--- src/sv/nearest_palette_color_mapper_macros.svh ---
// Assertion macros for the top-level RTL file of the palette mapper.
`ifndef NEAREST_PALETTE_COLOR_MAPPER_MACROS_SVH
`define NEAREST_PALETTE_COLOR_MAPPER_MACROS_SVH
`ifndef SYNTH
`define NPCM_ASSERT_IMPL(label, clk, rst_n, ante, cons) \
  label: assert property (@(posedge clk) disable iff (!(rst_n)) (ante) |-> (cons)) \
    else $error("assertion failed");
`define NPCM_ASSERT_NEXT(label, clk, rst_n, ante, cons) \
  label: assert property (@(posedge clk) disable iff (!(rst_n)) (ante) |=> (cons)) \
    else $error("assertion failed");
`define NPCM_ASSERT_NEXT_ALWAYS(label, clk, ante, cons) \
  label: assert property (@(posedge clk) (ante) |=> (cons)) \
    else $error("assertion failed");
`else
`define NPCM_ASSERT_IMPL(label, clk, rst_n, ante, cons)
`define NPCM_ASSERT_NEXT(label, clk, rst_n, ante, cons)
`define NPCM_ASSERT_NEXT_ALWAYS(label, clk, ante, cons)
`endif
`endif

--- src/sv/npcm_pkg.sv ---
package npcm_pkg;

  localparam int PALETTE_DEPTH_DEF = 128;

  localparam int IDX_W   = 7;
  localparam int COLOR_W = 24;
  localparam int PIXEL_W = 32;
  localparam int DIST_W  = 18;
  localparam int SIZE_W  = 8;
  localparam int CHAN_W  = 8;
  localparam int PADDR_W = 3;
  localparam int PDATA_W = 32;

  localparam logic [SIZE_W-1:0] SIZE_RESET  = 8'd16;
  localparam logic [DIST_W-1:0] LIMIT_RESET = 18'd100000;

  typedef enum logic {
    REG_SIZE  = 1'b0,
    REG_LIMIT = 1'b1
  } reg_sel_t;

  typedef enum logic {
    OP_LOAD  = 1'b0,
    OP_PIXEL = 1'b1
  } op_t;

  typedef struct packed {
    op_t                op;
    logic [IDX_W-1:0]   idx;
    logic [COLOR_W-1:0] color;
    logic [PIXEL_W-1:0] pixel;
    logic [DIST_W-1:0]  best;
    logic               hit;
  } beat_t;

endpackage

--- src/sv/npcm_cell.sv ---
module npcm_cell #(
  parameter int CELL_INDEX = 0
) (
  input  logic                             clk,
  input  logic                             rst_n,
  input  logic                             adv,
  input  logic                             in_vld,
  input  npcm_pkg::beat_t                  in_beat,
  input  logic [npcm_pkg::SIZE_W-1:0]      size,
  output logic                             out_vld,
  output npcm_pkg::beat_t                  out_beat
);

  logic [npcm_pkg::COLOR_W-1:0] entry_r;
  logic [npcm_pkg::COLOR_W-1:0] entry_nxt;
  logic                         vld_r;
  logic                         vld_nxt;
  npcm_pkg::beat_t              beat_r;
  npcm_pkg::beat_t              beat_nxt;

  logic [2*npcm_pkg::CHAN_W-1:0] sq_r;
  logic [2*npcm_pkg::CHAN_W-1:0] sq_g;
  logic [2*npcm_pkg::CHAN_W-1:0] sq_b;
  logic [npcm_pkg::DIST_W-1:0]   distance;
  logic                          active;
  logic                          better;
  logic                          wr_hit;

  function automatic logic [2*npcm_pkg::CHAN_W-1:0] chan_sq(
    input logic [npcm_pkg::CHAN_W-1:0] a,
    input logic [npcm_pkg::CHAN_W-1:0] b
  );
    logic [npcm_pkg::CHAN_W-1:0] d;
    d = (a >= b) ? (a - b) : (b - a);
    return d * d;
  endfunction

  always_comb begin
    sq_r     = chan_sq(in_beat.pixel[23:16], entry_r[23:16]);
    sq_g     = chan_sq(in_beat.pixel[15:8], entry_r[15:8]);
    sq_b     = chan_sq(in_beat.pixel[7:0], entry_r[7:0]);
    distance = npcm_pkg::DIST_W'(sq_r) + npcm_pkg::DIST_W'(sq_g)
             + npcm_pkg::DIST_W'(sq_b);
    active   = int'(size) > CELL_INDEX;
    better   = (in_beat.op == npcm_pkg::OP_PIXEL) && active && (distance < in_beat.best);
    wr_hit   = in_vld && (in_beat.op == npcm_pkg::OP_LOAD) && (int'(in_beat.idx) == CELL_INDEX);

    entry_nxt = entry_r;
    vld_nxt   = vld_r;
    beat_nxt  = beat_r;
    if (adv) begin
      vld_nxt  = in_vld;
      beat_nxt = in_beat;
      if (better) begin
        beat_nxt.best  = distance;
        beat_nxt.color = entry_r;
        beat_nxt.hit   = 1'b1;
      end
      if (wr_hit) begin
        entry_nxt = in_beat.color;
      end
    end
  end

  always_ff @(posedge clk) begin
    if (!rst_n) begin
      vld_r <= 1'b0;
    end else begin
      vld_r <= vld_nxt;
    end
  end

  always_ff @(posedge clk) begin
    entry_r <= entry_nxt;
    beat_r  <= beat_nxt;
  end

  assign out_vld  = vld_r;
  assign out_beat = beat_r;

endmodule

--- config.mk ---
export PLATFORM = sky130hd
export DESIGN_NAME = npcm_cell
export DESIGN_NICKNAME = d
export VERILOG_FILES = /design/src/sv/nearest_palette_color_mapper_macros.svh /design/src/sv/npcm_pkg.sv /design/src/sv/npcm_cell.sv
export SDC_FILE = /design/constraint.sdc
export NUM_CORES = 1
export LEC_CHECK = 0
export BUFFER_PORTS_ARGS = -buffer_cell sky130_fd_sc_hd__buf_2
export CAP_MARGIN = 10
export CORE_MARGIN = 1.5
export CORE_UTILIZATION = 55
export CTS_CLUSTER_SIZE = 30
export DETAILED_ROUTE_END_ITERATION = 10
export GPL_TIMING_DRIVEN = 0
export PLACE_DENSITY = 0.87
export SLEW_MARGIN = 20
export SYNTH_ARGS = -nofsm -noshare
export SYNTH_HDL_FRONTEND = slang
export SYNTH_SLANG_ARGS = --single-unit
--- constraint.sdc ---
create_clock -name clk -period 12.5 [get_ports clk]
set_input_delay 1.25 -clock clk [delete_from_list [all_inputs] [get_ports clk]]
set_output_delay 1.25 -clock clk [all_outputs]
set_load 0.1 [all_outputs]
## After elaboration in Yosys (flattened, before gate mapping)

Cells that the tools add are included.

- Input port bits: 95
- Register bits: 108

- Multiply operators: 3
- $lt $le $gt $ge: 5
- Add/sub/neg operators: 8
- Multiplexer cells: 5
- Bitwise operators: 1
- Reductions and logical operators: 6

Operator list:

| cell | count |
|---|---|
| $mul A8 B8 Y16 | 3 |
| $sub A8 B8 Y8 | 6 |
| $ge A8 B8 Y1 | 3 |
| $mux W24 | 1 |
| $mux W8 | 3 |
| $mux W19 | 1 |
| $add A17 B16 Y18 | 1 |
| $lt A18 B18 Y1 | 1 |
| $add A16 B16 Y17 | 1 |
| $gt A8 B1 Y1 const B | 1 |
| $logic_not A7 Y1 | 1 |
| $logic_and A1 B1 Y1 | 4 |
| $reduce_and A2 Y1 | 1 |
| $not A1 Y1 | 1 |

## Depth between registers and ports, before layout

- Depth in word-level cells: 8
- Gate-level depth with buffers: 44
- Gate-level depth less buffers: 40

## Worst setup path after synthesis

OpenSTA, ideal clock, no wires.

- Kind: input-to-reg
- Start: input in_beat[19] (netlist name)
- End: register beat_r (netlist bit out_beat[10]), data pin
- Buffers on the path: 1
- Library setup time: 0.260 ns
- Required time: 12.240 ns
- Stages: 33
- Data arrival time: 10.443 ns
- Path slack: 1.797 ns
- Path through: inv_1 -> ha_1 -> inv_1 -> fa_1 -> a21o_2 -> a211o_1 -> a221oi_4 -> mux2i_1 -> xnor2_2 -> or2_2 -> fa_1 -> fa_1 -> fa_1 -> inv_1 -> fa_1 -> fa_1 -> fa_1 -> inv_1 -> fa_1 -> inv_1 -> ha_1 -> o21ai_0 -> o21bai_1 -> a21oi_1 -> o221ai_1 -> a221oi_1 -> xnor2_1 -> ha_1 -> nand4_1 -> a2111oi_0 -> a211o_1 -> buf_1 -> mux2_2

- Word-level cells in the longest chain between the ends: 7
- Elaborated cells on any way between the ends: 9

Ends and longest elaborated chain:

| element | line | RTL |
|---|---|---|
| from (decl) | npcm_cell.sv:8 | `input npcm_pkg::beat_t in_beat,` |
| $sub A8 B8 Y8 or $ge A8 B8 Y1 (tied branches) | npcm_cell.sv:34 | `d = (a >= b) ? (a - b) : (b - a);` |
| $mux W8 * | npcm_cell.sv:34 |  |
| $mul A8 B8 Y16 * | npcm_cell.sv:35 | `return d * d;` |
| $add A17 B16 Y18 * | npcm_cell.sv:43 | `+ npcm_pkg::DIST_W'(sq_b);` |
| $lt A18 B18 Y1 | npcm_cell.sv:45 | `better = (in_beat.op == npcm_pkg::OP_PIXEL) && active && (distance < in_beat.best);` |
| $logic_and A1 B1 Y1 | npcm_cell.sv:45 |  |
| $mux W19 * | npcm_cell.sv:54 | `if (better) begin` |
| to (signal assigned) | npcm_cell.sv:75 | `beat_r <= beat_nxt;` |
| to (decl) | npcm_cell.sv:18 | `npcm_pkg::beat_t beat_r;` |

Every way passes the cells marked *; elsewhere a longest branch is shown, timed or not.
A chain may end at the register's enable or synchronous reset.

## Worst setup path in the final report

- Start: input in_beat[19] (netlist name)
- End: register beat_r (netlist bit out_beat[11]), data pin

The elaborated chain is that of the path after synthesis.

==> metrics.cfg <==
[global_routing]
wire_length_of_the_first_global_routing_pass_microns=41300
gr-usage-all-layers_pct=23.7
use_met2_pct=42.2
met1_capacity_usage_during_global_routing_pct=28.6
grt_use_met3_pct=3.73
grt_start_max_net_pins=52
number_of_antenna_violations_at_the_first_check_in_global_routing=0
via_count_of_the_first_global_routing_pass=9046
grt_remaining_overflow=0
busiest_layer=met2

[final_layout]
layout.cells.most_common=sky130_fd_sc_hd__inv_1
final_layout_size_suffix_gt1_share_pct=18.6
areaGrowthSynthToFinish_pct=13.4
layoutNonFillerInstCount=1594
antenna_cells_inserted=0
fin_area_sq_um=13300
final_cell_mix=sky130_fd_sc_hd__inv_1 (284), sky130_fd_sc_hd__buf_2 (184), sky130_fd_sc_hd__ha_1 (141)
fillerInstances=1606
nNetsFinal=1689

[critical_path]
cp_slowest_stage_delay_ns=0.56
crit_slowest_cell=sky130_fd_sc_hd__fa_1
critPathMaxFanout=10
worst-setup-path-type=in2reg
cp_data_required_time_ns=12.62
end_kind=register
cp.arrival_ns=11.94
crit_top_cell=sky130_fd_sc_hd__fa_1
worstSetupStartpointType=primary input

[logic_synthesis]
post_synthesis_cells=1125
synth-seq-cells=108
dominantRegCellSynth=sky130_fd_sc_hd__edfxtp_1
avg_cell_area_syn_sq_um=10.5
number_of_synthesized_flops_with_an_enable_pin=107
netlist-cell-type-count=66
async_reset_ff_share_pct=0
synthesis.yosys.warnings=0
synthesis.area_sq_um=11800
syn_nets=1500
seq_area_frac_synth_pct=27.5

[clock_tree]
cts_sinks=108
cts.reportedPaths.clkPinSlew_ns=0.08
cts_root_buffer=sky130_fd_sc_hd__clkbuf_16
cts_tree=done
insertion_delay_ns=0.37
cts_max_level=3
cts-buffers-inserted=9
cts-root-to-sink-buffers=2

[sta]
report.final.setup_viol=0
rsz_0062_raised_after_global_routing=no
period_share_pct=94.5
achievable-frequency_mhz=84.6
clock_skew_ns=0.0134
min_period_ns=11.82
report.final.slew_viol_count=0
worst_slew_pin_slew_ns=0.940
slew_headroom_pct=36.9
hold_viol_final=0
fin_tns_setup_ns=0

[route]
drt.antenna.violating_nets=0
drc=0
detail_route.wl_per_cell_microns=15.6
detailed_router_s_first_iteration_violation_count=472
num_vias=8487
vias_per_cell=5.32
wl_microns=24800
drtPass1Iterations=5

[run_status]
outcome=completed

[placed_design]
hpwl_microns=20300
port_buffers=178
dpl_cell_area_sq_um=13000
dp_cells=1579
place_congestion=0.901

[floorplan]
placeableCoreArea_sq_um=21000
initial_cell_density_of_the_core_pct=56.0
die_h_microns=149
fp-row-count=53
io_pins=179
floorplan.die_area_sq_um=22300
die_x_microns=149

[hold_path]
min_path_type=reg2reg

[job]
max-cap-violations=0

## path summary, 6_finish.rpt
kind,end,startpoint,slack (ns),cells after the start
setup / recovery,out_beat[11],in_beat[19],0.68,34
hold reg to reg,out_vld,out_vld,0.53,2
hold / removal,out_vld,out_vld,0.53,2
setup reg to reg,out_beat[11],entry_r[0],1.35,32
## flip-flops by register name (all words and copies together), names as in the netlist
| register | flops |
|---|---|
| entry_r | 24 |
| out_vld | 1 |
| out_beat | 83 |
## metrics by stage
| step | hold slack, ns | setup slack, ns | util (%) |
|---|---|---|---|
| 2_1_floorplan | 0.577 | 1.80 | - |
| 3_3_place_gp | 0.495 | 0.321 | 61.9 |
| 3_5_place_dp | 0.529 | 0.127 | 62.0 |
| 4_1_cts | 0.542 | 0.483 | 63.5 |
| 5_1_grt | 0.590 | 0.129 | 63.5 |
| 6_report | 0.534 | 0.684 | 63.5 |
## layout make-up
cell class	instances	area (sq um)	share of cell area (%)
clock inverters	7	81.3	0.609
inverters	284	1070	7.99
well taps	275	344	2.58
plain buffers	18	83.8	0.628
multi-input cells	714	7390	55.4
repair buffers	179	921	6.90
clock buffers	9	225	1.69
flip-flops and latches	108	3230	24.2
## timing repair
action	4_1_cts	5_1_grt
endpoints found under the setup margin	0	12
gates resized for setup	0	1
hold buffers	0	0
buffers inserted	0	0
## kinds of logic (layout without fill, tap and decap cells)
group	count (synthesis)	after routing	synth area share [%]
flip-flops	108	108	27.5
AO/OA/AOI/OAI	166	166	9.91
AND/OR/NAND/NOR	205	205	8.53
adder cells (fa/ha/maj)	280	280	38.6
XOR/XNOR	31	31	2.78
buffers and inverters	303	497	9.80
multiplexers	32	32	2.91
## per-layer routing
metal | share of wire, % | wire length [microns] | up-vias
met3 | 5.1 | 1260 | 54
met5 | 0 | 0 | -
met4 | 2.7 | 660 | 0
met2 | 52 | 12800 | 254
li1 | - | - | 4013
met1 | 41 | 10100 | 4166
## critical path, delay by kind of cell
family	cells	cell delay, ns
adder cells (fa/ha/maj)	11	4.88
XOR/XNOR	2	0.67
AO/OA/AOI/OAI	10	3.05
buffers and inverters	7	0.89
multiplexers	2	0.79
AND/OR/NAND/NOR	2	0.38
## synth_stat cells, drive strengths merged (4+ instances only)
cell type / n / area share (%)
inv: 284 / 9.1
xnor2: 19 / 1.7
xor2: 12 / 1.1
o21bai: 11 / 0.70
a21o: 21 / 1.3
a21oi: 35 / 1.5
nand3: 4 / 0.28
nand2b: 20 / 1.1
nand2: 48 / 1.5
nor2: 78 / 2.5
clkbuf: 10 / 0.32
o21a: 5 / 0.32
a31oi: 6 / 0.32
fa: 139 / 24
or2: 11 / 0.58
and2: 9 / 0.50
o211ai: 4 / 0.26
mux2i: 14 / 1.2
nand4: 4 / 0.21
mux2: 18 / 1.7
a311oi: 4 / 0.45
a211o: 4 / 0.30
buf: 9 / 0.42
o21ai: 43 / 1.9
and4: 5 / 0.37
and3: 8 / 0.43
a2111oi: 4 / 0.46
ha: 141 / 15
nor2b: 7 / 0.44
nor4: 4 / 0.21
edfxtp: 107 / 27
a211oi: 8 / 0.51
Power is not shown: default switching activity piles up to over one toggle a cycle in this logic, so the estimate is an artifact.
